===== src/sv/pcg_pkg.sv =====
// Shared types, constants and the microcode table of the PCG32 generator.
package pcg_pkg;

    localparam logic [63:0] LCG_MULT        = 64'h5851_F42D_4C95_7F2D;
    localparam logic [31:0] AUTO_STREAM_XOR = 32'hDEAD_BEEF;

    localparam int PC_W = 4;
    typedef logic [PC_W-1:0] pc_t;

    // Program addresses.
    localparam pc_t PC_IDLE     = 4'd0;
    localparam pc_t PC_SEED     = 4'd1;
    localparam pc_t PC_WARM_L1  = 4'd2;
    localparam pc_t PC_WARM_L2  = 4'd3;
    localparam pc_t PC_WARM_L3  = 4'd4;
    localparam pc_t PC_WARM_L4  = 4'd5;
    localparam pc_t PC_ADD_SEED = 4'd6;
    localparam pc_t PC_MIX_L1   = 4'd7;
    localparam pc_t PC_MIX_L2   = 4'd8;
    localparam pc_t PC_MIX_L3   = 4'd9;
    localparam pc_t PC_MIX_L4   = 4'd10;
    localparam pc_t PC_DRAW     = 4'd11;
    localparam pc_t PC_DRAW_L2  = 4'd12;
    localparam pc_t PC_DRAW_L3  = 4'd13;
    localparam pc_t PC_DRAW_L4  = 4'd14;

    // The warm-up loop runs the LCG step three times.
    localparam logic [1:0] WARM_LAST = 2'd2;

    typedef enum logic [1:0] {
        MS_LL,
        MS_HL,
        MS_LH
    } mul_sel_t;

    typedef enum logic [1:0] {
        ACC_HOLD,
        ACC_INC,
        ACC_ADD_LO,
        ACC_ADD_HI
    } acc_op_t;

    typedef enum logic [1:0] {
        ST_HOLD,
        ST_INIT,
        ST_ADD_SEED,
        ST_LCG
    } st_op_t;

    typedef enum logic [1:0] {
        SQ_NEXT,
        SQ_LOOP,
        SQ_BRANCH_DRAW,
        SQ_FINISH
    } seq_op_t;

    typedef struct packed {
        mul_sel_t mul_sel;
        logic     prod_en;
        acc_op_t  acc_op;
        st_op_t   st_op;
        logic     emit;
        logic     set_seeded;
        seq_op_t  seq;
        pc_t      target;
    } ctrl_word_t;

    typedef struct packed {
        logic out_full;
        logic item_draw;
    } dp_status_t;

    localparam ctrl_word_t CTRL_NOP = '{
        mul_sel:    MS_LL,
        prod_en:    1'b0,
        acc_op:     ACC_HOLD,
        st_op:      ST_HOLD,
        emit:       1'b0,
        set_seeded: 1'b0,
        seq:        SQ_FINISH,
        target:     PC_IDLE
    };

    // One LCG step is four words: three partial products on the shared
    // 32x32 multiplier, accumulated onto the increment, then the state write.
    function automatic ctrl_word_t ucode_word(input pc_t pc);
        ctrl_word_t w;
        w = CTRL_NOP;
        w.seq = SQ_NEXT;
        unique case (pc) inside
            PC_SEED:
            begin
                w.st_op      = ST_INIT;
                w.set_seeded = 1'b1;
            end
            PC_WARM_L1, PC_MIX_L1, PC_DRAW:
            begin
                w.mul_sel = MS_LL;
                w.prod_en = 1'b1;
                w.acc_op  = ACC_INC;
            end
            PC_WARM_L2, PC_MIX_L2, PC_DRAW_L2:
            begin
                w.mul_sel = MS_HL;
                w.prod_en = 1'b1;
                w.acc_op  = ACC_ADD_LO;
            end
            PC_WARM_L3, PC_MIX_L3, PC_DRAW_L3:
            begin
                w.mul_sel = MS_LH;
                w.prod_en = 1'b1;
                w.acc_op  = ACC_ADD_HI;
            end
            PC_WARM_L4:
            begin
                w.st_op  = ST_LCG;
                w.seq    = SQ_LOOP;
                w.target = PC_WARM_L1;
            end
            PC_ADD_SEED:
            begin
                w.st_op = ST_ADD_SEED;
            end
            PC_MIX_L4:
            begin
                w.st_op  = ST_LCG;
                w.seq    = SQ_BRANCH_DRAW;
                w.target = PC_DRAW;
            end
            PC_DRAW_L4:
            begin
                w.st_op = ST_LCG;
                w.emit  = 1'b1;
                w.seq   = SQ_FINISH;
            end
            default:
            begin
                w = CTRL_NOP;
            end
        endcase
        return w;
    endfunction

endpackage


===== src/sv/pcg32_random_generator.sv =====
// Top level of the PCG32 XSH-RR random number generator.
//
// Input channel (in_valid/in_stall) carries one item per beat: action 0 draws
// a word, action 1 reseeds from the seed_value and stream_id registers. A draw
// gives one beat on the output channel (out_valid/out_stall); a reseed gives
// none. A draw that finds the generator unseeded first seeds it from entropy.
// A seeded draw runs the three partial products of the 64-bit LCG step on
// one shared 32x32 multiplier plus the state write; its word is registered
// onto random_word with out_valid in the draw's last step, and the next item
// is accepted in the draw's last step. A reseed runs the seed step, three
// warm-up LCG steps, the seed add and one more step; an unseeded draw runs
// these followed by a draw.
// The output register holds a finished word while out_stall is high; a new
// item is still accepted, and only the next draw's last step waits for it.
// Reset clears the registers, the sequencer and the seeded flag; the LCG
// state is always rebuilt by seeding before any draw. Configuration is an
// APB port with 64-bit data: seed_value at address 0, stream_id at 8.
module pcg32_random_generator (
    input  logic        clk,
    input  logic        rst_n,
    input  logic        psel,
    input  logic        penable,
    input  logic        pwrite,
    input  logic [3:0]  paddr,
    input  logic [63:0] pwdata,
    output logic [63:0] prdata,
    output logic        pready,
    input  logic        in_valid,
    output logic        in_stall,
    input  logic        action,
    input  logic [31:0] entropy,
    output logic        out_valid,
    input  logic        out_stall,
    output logic [31:0] random_word
);

    logic [63:0]         seed_value;
    logic [62:0]         stream_id;
    logic                accept;
    pcg_pkg::ctrl_word_t ctrl;
    pcg_pkg::dp_status_t status;

    pcg_regs u_regs (
        .clk        (clk),
        .rst_n      (rst_n),
        .psel       (psel),
        .penable    (penable),
        .pwrite     (pwrite),
        .paddr      (paddr),
        .pwdata     (pwdata),
        .prdata     (prdata),
        .pready     (pready),
        .seed_value (seed_value),
        .stream_id  (stream_id)
    );

    // The sequencer steps through the microcode table and issues one control word
    // per cycle to the datapath, a no-op while the last draw step waits on a full output register.
    pcg_ucode u_ucode (
        .clk      (clk),
        .rst_n    (rst_n),
        .in_valid (in_valid),
        .in_stall (in_stall),
        .action   (action),
        .status   (status),
        .accept   (accept),
        .ctrl     (ctrl)
    );

    pcg_datapath u_datapath (
        .clk         (clk),
        .rst_n       (rst_n),
        .ctrl        (ctrl),
        .accept      (accept),
        .action      (action),
        .entropy     (entropy),
        .seed_value  (seed_value),
        .stream_id   (stream_id),
        .status      (status),
        .out_valid   (out_valid),
        .out_stall   (out_stall),
        .random_word (random_word)
    );

endmodule


===== src/sv/pcg_regs.sv =====
// APB configuration registers: seed value and stream selector.
module pcg_regs (
    input  logic        clk,
    input  logic        rst_n,
    input  logic        psel,
    input  logic        penable,
    input  logic        pwrite,
    input  logic [3:0]  paddr,
    input  logic [63:0] pwdata,
    output logic [63:0] prdata,
    output logic        pready,
    output logic [63:0] seed_value,
    output logic [62:0] stream_id
);

    logic [63:0] seed_reg;
    logic [62:0] stream_reg;
    logic        wr_en;

    // Only bit 3 selects a register; the byte offset bits are not decoded.
    assign wr_en  = psel && penable && pwrite;
    assign pready = 1'b1;

    always_ff @(posedge clk or negedge rst_n)
    begin
        if (!rst_n)
        begin
            seed_reg   <= '0;
            stream_reg <= '0;
        end
        else if (wr_en)
        begin
            if (paddr[3])
            begin
                stream_reg <= pwdata[62:0];
            end
            else
            begin
                seed_reg <= pwdata;
            end
        end
    end

    assign prdata     = paddr[3] ? {1'b0, stream_reg} : seed_reg;
    assign seed_value = seed_reg;
    assign stream_id  = stream_reg;

endmodule


===== src/sv/pcg_ucode.sv =====
// Microcode sequencer: program counter, loop counter and seeded flag.
module pcg_ucode (
    input  logic                clk,
    input  logic                rst_n,
    input  logic                in_valid,
    output logic                in_stall,
    input  logic                action,
    input  pcg_pkg::dp_status_t status,
    output logic                accept,
    output pcg_pkg::ctrl_word_t ctrl
);

    pcg_pkg::pc_t       pc_reg, pc_next;
    logic [1:0]         cnt_reg, cnt_next;
    logic               seeded_reg, seeded_next;
    pcg_pkg::ctrl_word_t word;
    pcg_pkg::pc_t       entry;
    logic               hold;
    logic               done;

    always_ff @(posedge clk or negedge rst_n)
    begin
        if (!rst_n)
        begin
            pc_reg     <= pcg_pkg::PC_IDLE;
            cnt_reg    <= '0;
            seeded_reg <= 1'b0;
        end
        else
        begin
            pc_reg     <= pc_next;
            cnt_reg    <= cnt_next;
            seeded_reg <= seeded_next;
        end
    end

    always_comb
    begin
        word = pcg_pkg::ucode_word(pc_reg);
        // The final draw step waits while the output register is still full.
        hold = word.emit && status.out_full;
        done = 1'b0;
        pc_next  = pc_reg;
        cnt_next = cnt_reg;
        if (!hold)
        begin
            unique case (word.seq)
                pcg_pkg::SQ_NEXT:
                begin
                    pc_next = pc_reg + pcg_pkg::pc_t'(1);
                end
                pcg_pkg::SQ_LOOP:
                begin
                    if (cnt_reg == pcg_pkg::WARM_LAST)
                    begin
                        cnt_next = '0;
                        pc_next  = pc_reg + pcg_pkg::pc_t'(1);
                    end
                    else
                    begin
                        cnt_next = cnt_reg + 2'd1;
                        pc_next  = word.target;
                    end
                end
                pcg_pkg::SQ_BRANCH_DRAW:
                begin
                    if (status.item_draw)
                    begin
                        pc_next = word.target;
                    end
                    else
                    begin
                        done = 1'b1;
                    end
                end
                pcg_pkg::SQ_FINISH:
                begin
                    done = 1'b1;
                end
                default:
                begin
                    done = 1'b1;
                end
            endcase
        end

        in_stall = !done;
        accept   = done && in_valid;
        seeded_next = seeded_reg || (word.set_seeded && !hold);

        if (action || !seeded_next)
        begin
            entry = pcg_pkg::PC_SEED;
        end
        else
        begin
            entry = pcg_pkg::PC_DRAW;
        end

        if (done)
        begin
            pc_next = accept ? entry : pcg_pkg::PC_IDLE;
        end

        ctrl = hold ? pcg_pkg::CTRL_NOP : word;
    end

endmodule


===== src/sv/pcg_datapath.sv =====
// Datapath: shared 32x32 multiplier, accumulator, LCG state and output register.
module pcg_datapath (
    input  logic                clk,
    input  logic                rst_n,
    input  pcg_pkg::ctrl_word_t ctrl,
    input  logic                accept,
    input  logic                action,
    input  logic [31:0]         entropy,
    input  logic [63:0]         seed_value,
    input  logic [62:0]         stream_id,
    output pcg_pkg::dp_status_t status,
    output logic                out_valid,
    input  logic                out_stall,
    output logic [31:0]         random_word
);

    logic [63:0] state_reg, state_next;
    logic [63:0] inc_reg, inc_next;
    logic [63:0] acc_reg, acc_next;
    logic [63:0] prod_reg;
    logic        act_reg;
    logic [31:0] entropy_reg;
    logic        out_valid_reg;
    logic [31:0] word_reg;
    logic [31:0] mul_a, mul_b;
    logic [63:0] seed_src;
    logic [62:0] stream_src;

    function automatic logic [31:0] xsh_rr(input logic [63:0] s);
        logic [63:0] x;
        logic [31:0] mixed;
        logic [63:0] twice;
        x     = s ^ (s >> 18);
        mixed = x[58:27];
        twice = {mixed, mixed} >> s[63:59];
        return twice[31:0];
    endfunction

    always_comb
    begin
        case (ctrl.mul_sel)
            pcg_pkg::MS_HL:
            begin
                mul_a = state_reg[63:32];
                mul_b = pcg_pkg::LCG_MULT[31:0];
            end
            pcg_pkg::MS_LH:
            begin
                mul_a = state_reg[31:0];
                mul_b = pcg_pkg::LCG_MULT[63:32];
            end
            default:
            begin
                mul_a = state_reg[31:0];
                mul_b = pcg_pkg::LCG_MULT[31:0];
            end
        endcase

        // A reseed item takes the registers, an unseeded draw its own entropy.
        seed_src   = act_reg ? seed_value : {32'd0, entropy_reg};
        stream_src = act_reg ? stream_id
                             : {31'd0, entropy_reg ^ pcg_pkg::AUTO_STREAM_XOR};

        case (ctrl.acc_op)
            pcg_pkg::ACC_INC:    acc_next = inc_reg;
            pcg_pkg::ACC_ADD_LO: acc_next = acc_reg + prod_reg;
            pcg_pkg::ACC_ADD_HI: acc_next = acc_reg + {prod_reg[31:0], 32'd0};
            default:             acc_next = acc_reg;
        endcase

        inc_next = inc_reg;
        case (ctrl.st_op)
            pcg_pkg::ST_INIT:
            begin
                state_next = '0;
                inc_next   = {stream_src, 1'b1};
            end
            pcg_pkg::ST_ADD_SEED: state_next = state_reg + seed_src;
            pcg_pkg::ST_LCG:      state_next = acc_reg + {prod_reg[31:0], 32'd0};
            default:              state_next = state_reg;
        endcase
    end

    always_ff @(posedge clk)
    begin
        state_reg <= state_next;
        inc_reg   <= inc_next;
        acc_reg   <= acc_next;
        if (ctrl.prod_en)
        begin
            prod_reg <= mul_a * mul_b;
        end
        if (accept)
        begin
            act_reg     <= action;
            entropy_reg <= entropy;
        end
        if (ctrl.emit)
        begin
            word_reg <= xsh_rr(state_reg);
        end
    end

    always_ff @(posedge clk or negedge rst_n)
    begin
        if (!rst_n)
        begin
            out_valid_reg <= 1'b0;
        end
        else if (ctrl.emit)
        begin
            out_valid_reg <= 1'b1;
        end
        else if (!out_stall)
        begin
            out_valid_reg <= 1'b0;
        end
    end

    assign status.out_full  = out_valid_reg && out_stall;
    assign status.item_draw = !act_reg;
    assign out_valid        = out_valid_reg;
    assign random_word      = word_reg;

endmodule

===== config.mk =====
export PLATFORM = sky130hd
export DESIGN_NAME = pcg32_random_generator
export DESIGN_NICKNAME = d
export VERILOG_FILES = /design/src/sv/pcg_pkg.sv /design/src/sv/pcg32_random_generator.sv /design/src/sv/pcg_regs.sv /design/src/sv/pcg_ucode.sv /design/src/sv/pcg_datapath.sv
export SDC_FILE = /design/constraint.sdc
export NUM_CORES = 2
export LEC_CHECK = 0
export BUFFER_PORTS_ARGS = -buffer_cell sky130_fd_sc_hd__clkbuf_2
export CORE_UTILIZATION = 58
export DETAILED_ROUTE_END_ITERATION = 8
export GPL_TIMING_DRIVEN = 1
export PLACE_DENSITY_LB_ADDON = 0.08
export SYNTH_ARGS = -nofsm -noshare
export SYNTH_HDL_FRONTEND = slang
export SYNTH_SLANG_ARGS = --single-unit
export TNS_END_PERCENT = 20

===== constraint.sdc =====
create_clock -name clk -period 9.4 [get_ports clk]
set_input_delay 0.94 -clock clk [delete_from_list [all_inputs] [get_ports clk]]
set_output_delay 0.94 -clock clk [all_outputs]
set_load 0.005 [all_outputs]

==> results.toml <==
[logic_synthesis]
netlist_instances = 5274
syn_area_sq_mm = 0.0517
ys_ff_latch = 454
ys.flop_type = "edfxtp_1"
synth-warning-count = 0
postSynth.asyncResetShare = 0.297
yosysUniqueCellTypes = 86
synth-edff-count = 319
syn-mean-instance-area_sq_um = 9.81
yosysSeqAreaShare = 0.250

[cells_and_area]
area_growth_pct = 12.6
layout.nets = 6951
final_common_cell = "inv_1"
final_cell_mix = "812 x inv_1, 579 x ha_1, 535 x fa_1"
final.fill_count = 7354
seqCellArea_sq_mm = 0.0130
multiInputGateArea_sq_mm = 0.0353
instances_no_fill = 6929
drive_gt1_frac = 0.165
diodes = 0

[clocking]
cts_tree = "done"
path_clk_slew_ns = 0.06
numCtsBuffers = 47
root_buffer = "clkbuf_16"
htree_num_levels = 2
clock-sinks = 454
worstSkewPairLatency_ns = 0.63
cts_hold_buf = 0
clock_path_buffers = 3

[run_status]
status = "finished, final reports clean"

[global_route]
grt_max_degree = 161
antenna_found_initial = 11
grt_pass1_wl_microns = 247000
grt_pass1_vias = 41000
track_usage = 0.368
overflow = 0

[sta]
fmax_mhz = 110
fin_crit_ns = 9.08
worst_slack_ns = 0.324
setup_viol = 0
fin_skew_ns = 0.0293
slew_headroom = 0.312
worst_pin_slew_ns = 1.03
drv_slew = 0
rsz0062_at_grt = "yes"
hold_viol = 0
min_period_over_period = 0.966

[place]
dp.cells = 6838
pre_cts_slack_ns = -0.163
io_buffers = 202
place.gp.congestion = 1.02
dp_hpwl_microns = 138000

[die]
die_h_microns = 301
die_area_sq_mm = 0.0904
start_util = 0.585
fp.dieW_microns = 301
core_sq_mm = 0.0884
rows = 109
ios = 207

[worst_setup_path]
cp_slowest_cell = "fa_1"
path_max_fanout = 11
arrival_ns = 9.43
critical_path_class = "register to register"
rr_endpoint = "u_datapath.prod_reg[59]"
regToRegSetupSlack_ns = 0.32
reg2reg_depth = 31
cp_common_cell = "fa_1"
start_kind = "register"
r2r-start = "u_ucode.pc_reg[0]"
worst_setup_path_end_kind = "register"
cp.required_ns = 9.76
slowest_delay_ns = 0.57

[route]
wl_microns = 165000
vias = 40900
via_per_inst = 5.90
firstDrtPassIters = 8
drt_iter0_markers = 3914
ant_nets = 0
route.detailed.drc = 0
wl_per_cell_microns = 23.8

[min_path]
holdCritPathClass = "input pin to asynchronous set/reset pin"

[run]
max_cap_viol_count = 0
-- what timing repair did --
item,in CTS,in global routing
buffers inserted,0,3
resized for setup,0,42
setup endpoints to repair,0,17
endpoints found under the hold margin,0,0
-- worst max-delay path: cells and delay by family (launching register included) --
| kind | cells | cell delay, ns |
|---|---|---|
| adders and majority gates | 10 | 4.54 |
| and+or+nand+nor | 8 | 1.56 |
| AOI/OAI and AO/OA | 4 | 1.05 |
| buffers and inverters | 7 | 0.87 |
| DFF | 1 | 0.44 |
| muxes | 1 | 0.23 |
| xor gates and xnor gates | 1 | 0.10 |
-- final cells by class --
| type | instances | share of cell area |
|---|---|---|
| tap | 1165 | 0.0250 |
| timing repair buffer | 559 | 0.0658 |
| clock buffer | 66 | 0.0235 |
| clock inverter | 22 | 0.00376 |
| multi-input combinational | 3842 | 0.606 |
| inverter | 821 | 0.0530 |
| sequential | 454 | 0.223 |
-- layer usage --
layer | GRT usage | vias up | part of all wire
met1 | 0.516 | 20300 | 0.42
met3 | 0.0718 | 285 | 0.095
li1 | - | 18800 | -
met2 | 0.570 | 1582 | 0.44
met5 | 0 | - | 0.00024
met4 | 0.127 | 6 | 0.039
-- logic make-up (layout without fill, tap and decap cells) --
logic type / count (synthesis) / in the layout / share of synthesized area
flops: 454 / 454 / 0.250
other cells: 2 / 32 / 0.000145
compound gates: 1060 / 1060 / 0.126
fa+ha+maj: 1118 / 1118 / 0.348
xor+xnor: 234 / 234 / 0.0396
buf+inv: 1008 / 1468 / 0.0735
simple gates: 1084 / 1084 / 0.0948
mux: 314 / 314 / 0.0675
-- worst max path at each step --
stage	startpoint	to	slack [ns]	cells after the start
finish	u_ucode.pc_reg[0]	u_datapath.prod_reg[59]	0.32	31
global route	u_ucode.pc_reg[0]	u_datapath.prod_reg[59]	-0.06	31
CTS	u_ucode.pc_reg[0]	u_datapath.prod_reg[62]	0.08	34
detailed placement	out_stall	u_datapath.prod_reg[62]	-0.16	33
global placement	out_stall	u_datapath.prod_reg[62]	-0.07	33
floorplan	out_stall	u_datapath.prod_reg[61]	-0.02	32
-- per-stage QoR --
step	hold slack [ns]	utilization	area, sq um	setup TNS (ns)
floorplan	0.409	-	51900	-0.0257
global placement	0.420	0.639	56500	-0.153
detailed placement	0.423	0.639	56500	-0.508
CTS	0.342	0.657	58100	0
global route	0.383	0.659	58200	-0.117
finish	0.338	0.659	58200	0
-- synthesized netlist by cell type (all sizes together), types with 7 or more instances --
master / count / share of area
mux2: 239 / 0.052
o31ai: 16 / 0.0028
fa: 536 / 0.21
or3: 13 / 0.0016
nor2b: 19 / 0.0023
a22o: 12 / 0.0020
xnor2: 143 / 0.024
a2111oi: 8 / 0.0015
edfxtp: 319 / 0.19
nand2: 431 / 0.031
a211oi: 38 / 0.0055
and4: 9 / 0.0016
a31o: 7 / 0.0012
ha: 582 / 0.14
a31oi: 32 / 0.0039
nor2: 305 / 0.022
inv: 820 / 0.059
a21oi: 299 / 0.029
dfrtp: 135 / 0.065
o22ai: 12 / 0.0015
or2: 9 / 0.0011
o21a: 20 / 0.0029
clkbuf: 166 / 0.012
o31a: 8 / 0.0015
mux2i: 71 / 0.014
nand4: 63 / 0.0076
nor3: 35 / 0.0035
nand2b: 35 / 0.0042
and3: 21 / 0.0025
nand3: 48 / 0.0046
xor2: 91 / 0.015
a22oi: 32 / 0.0046
a21o: 121 / 0.018
o211ai: 22 / 0.0032
o21ai: 331 / 0.032
and2: 75 / 0.0091
o21bai: 43 / 0.0062
buf: 21 / 0.0018
Power is not shown: default switching activity piles up to over one toggle a cycle in this logic, so the estimate is an artifact.
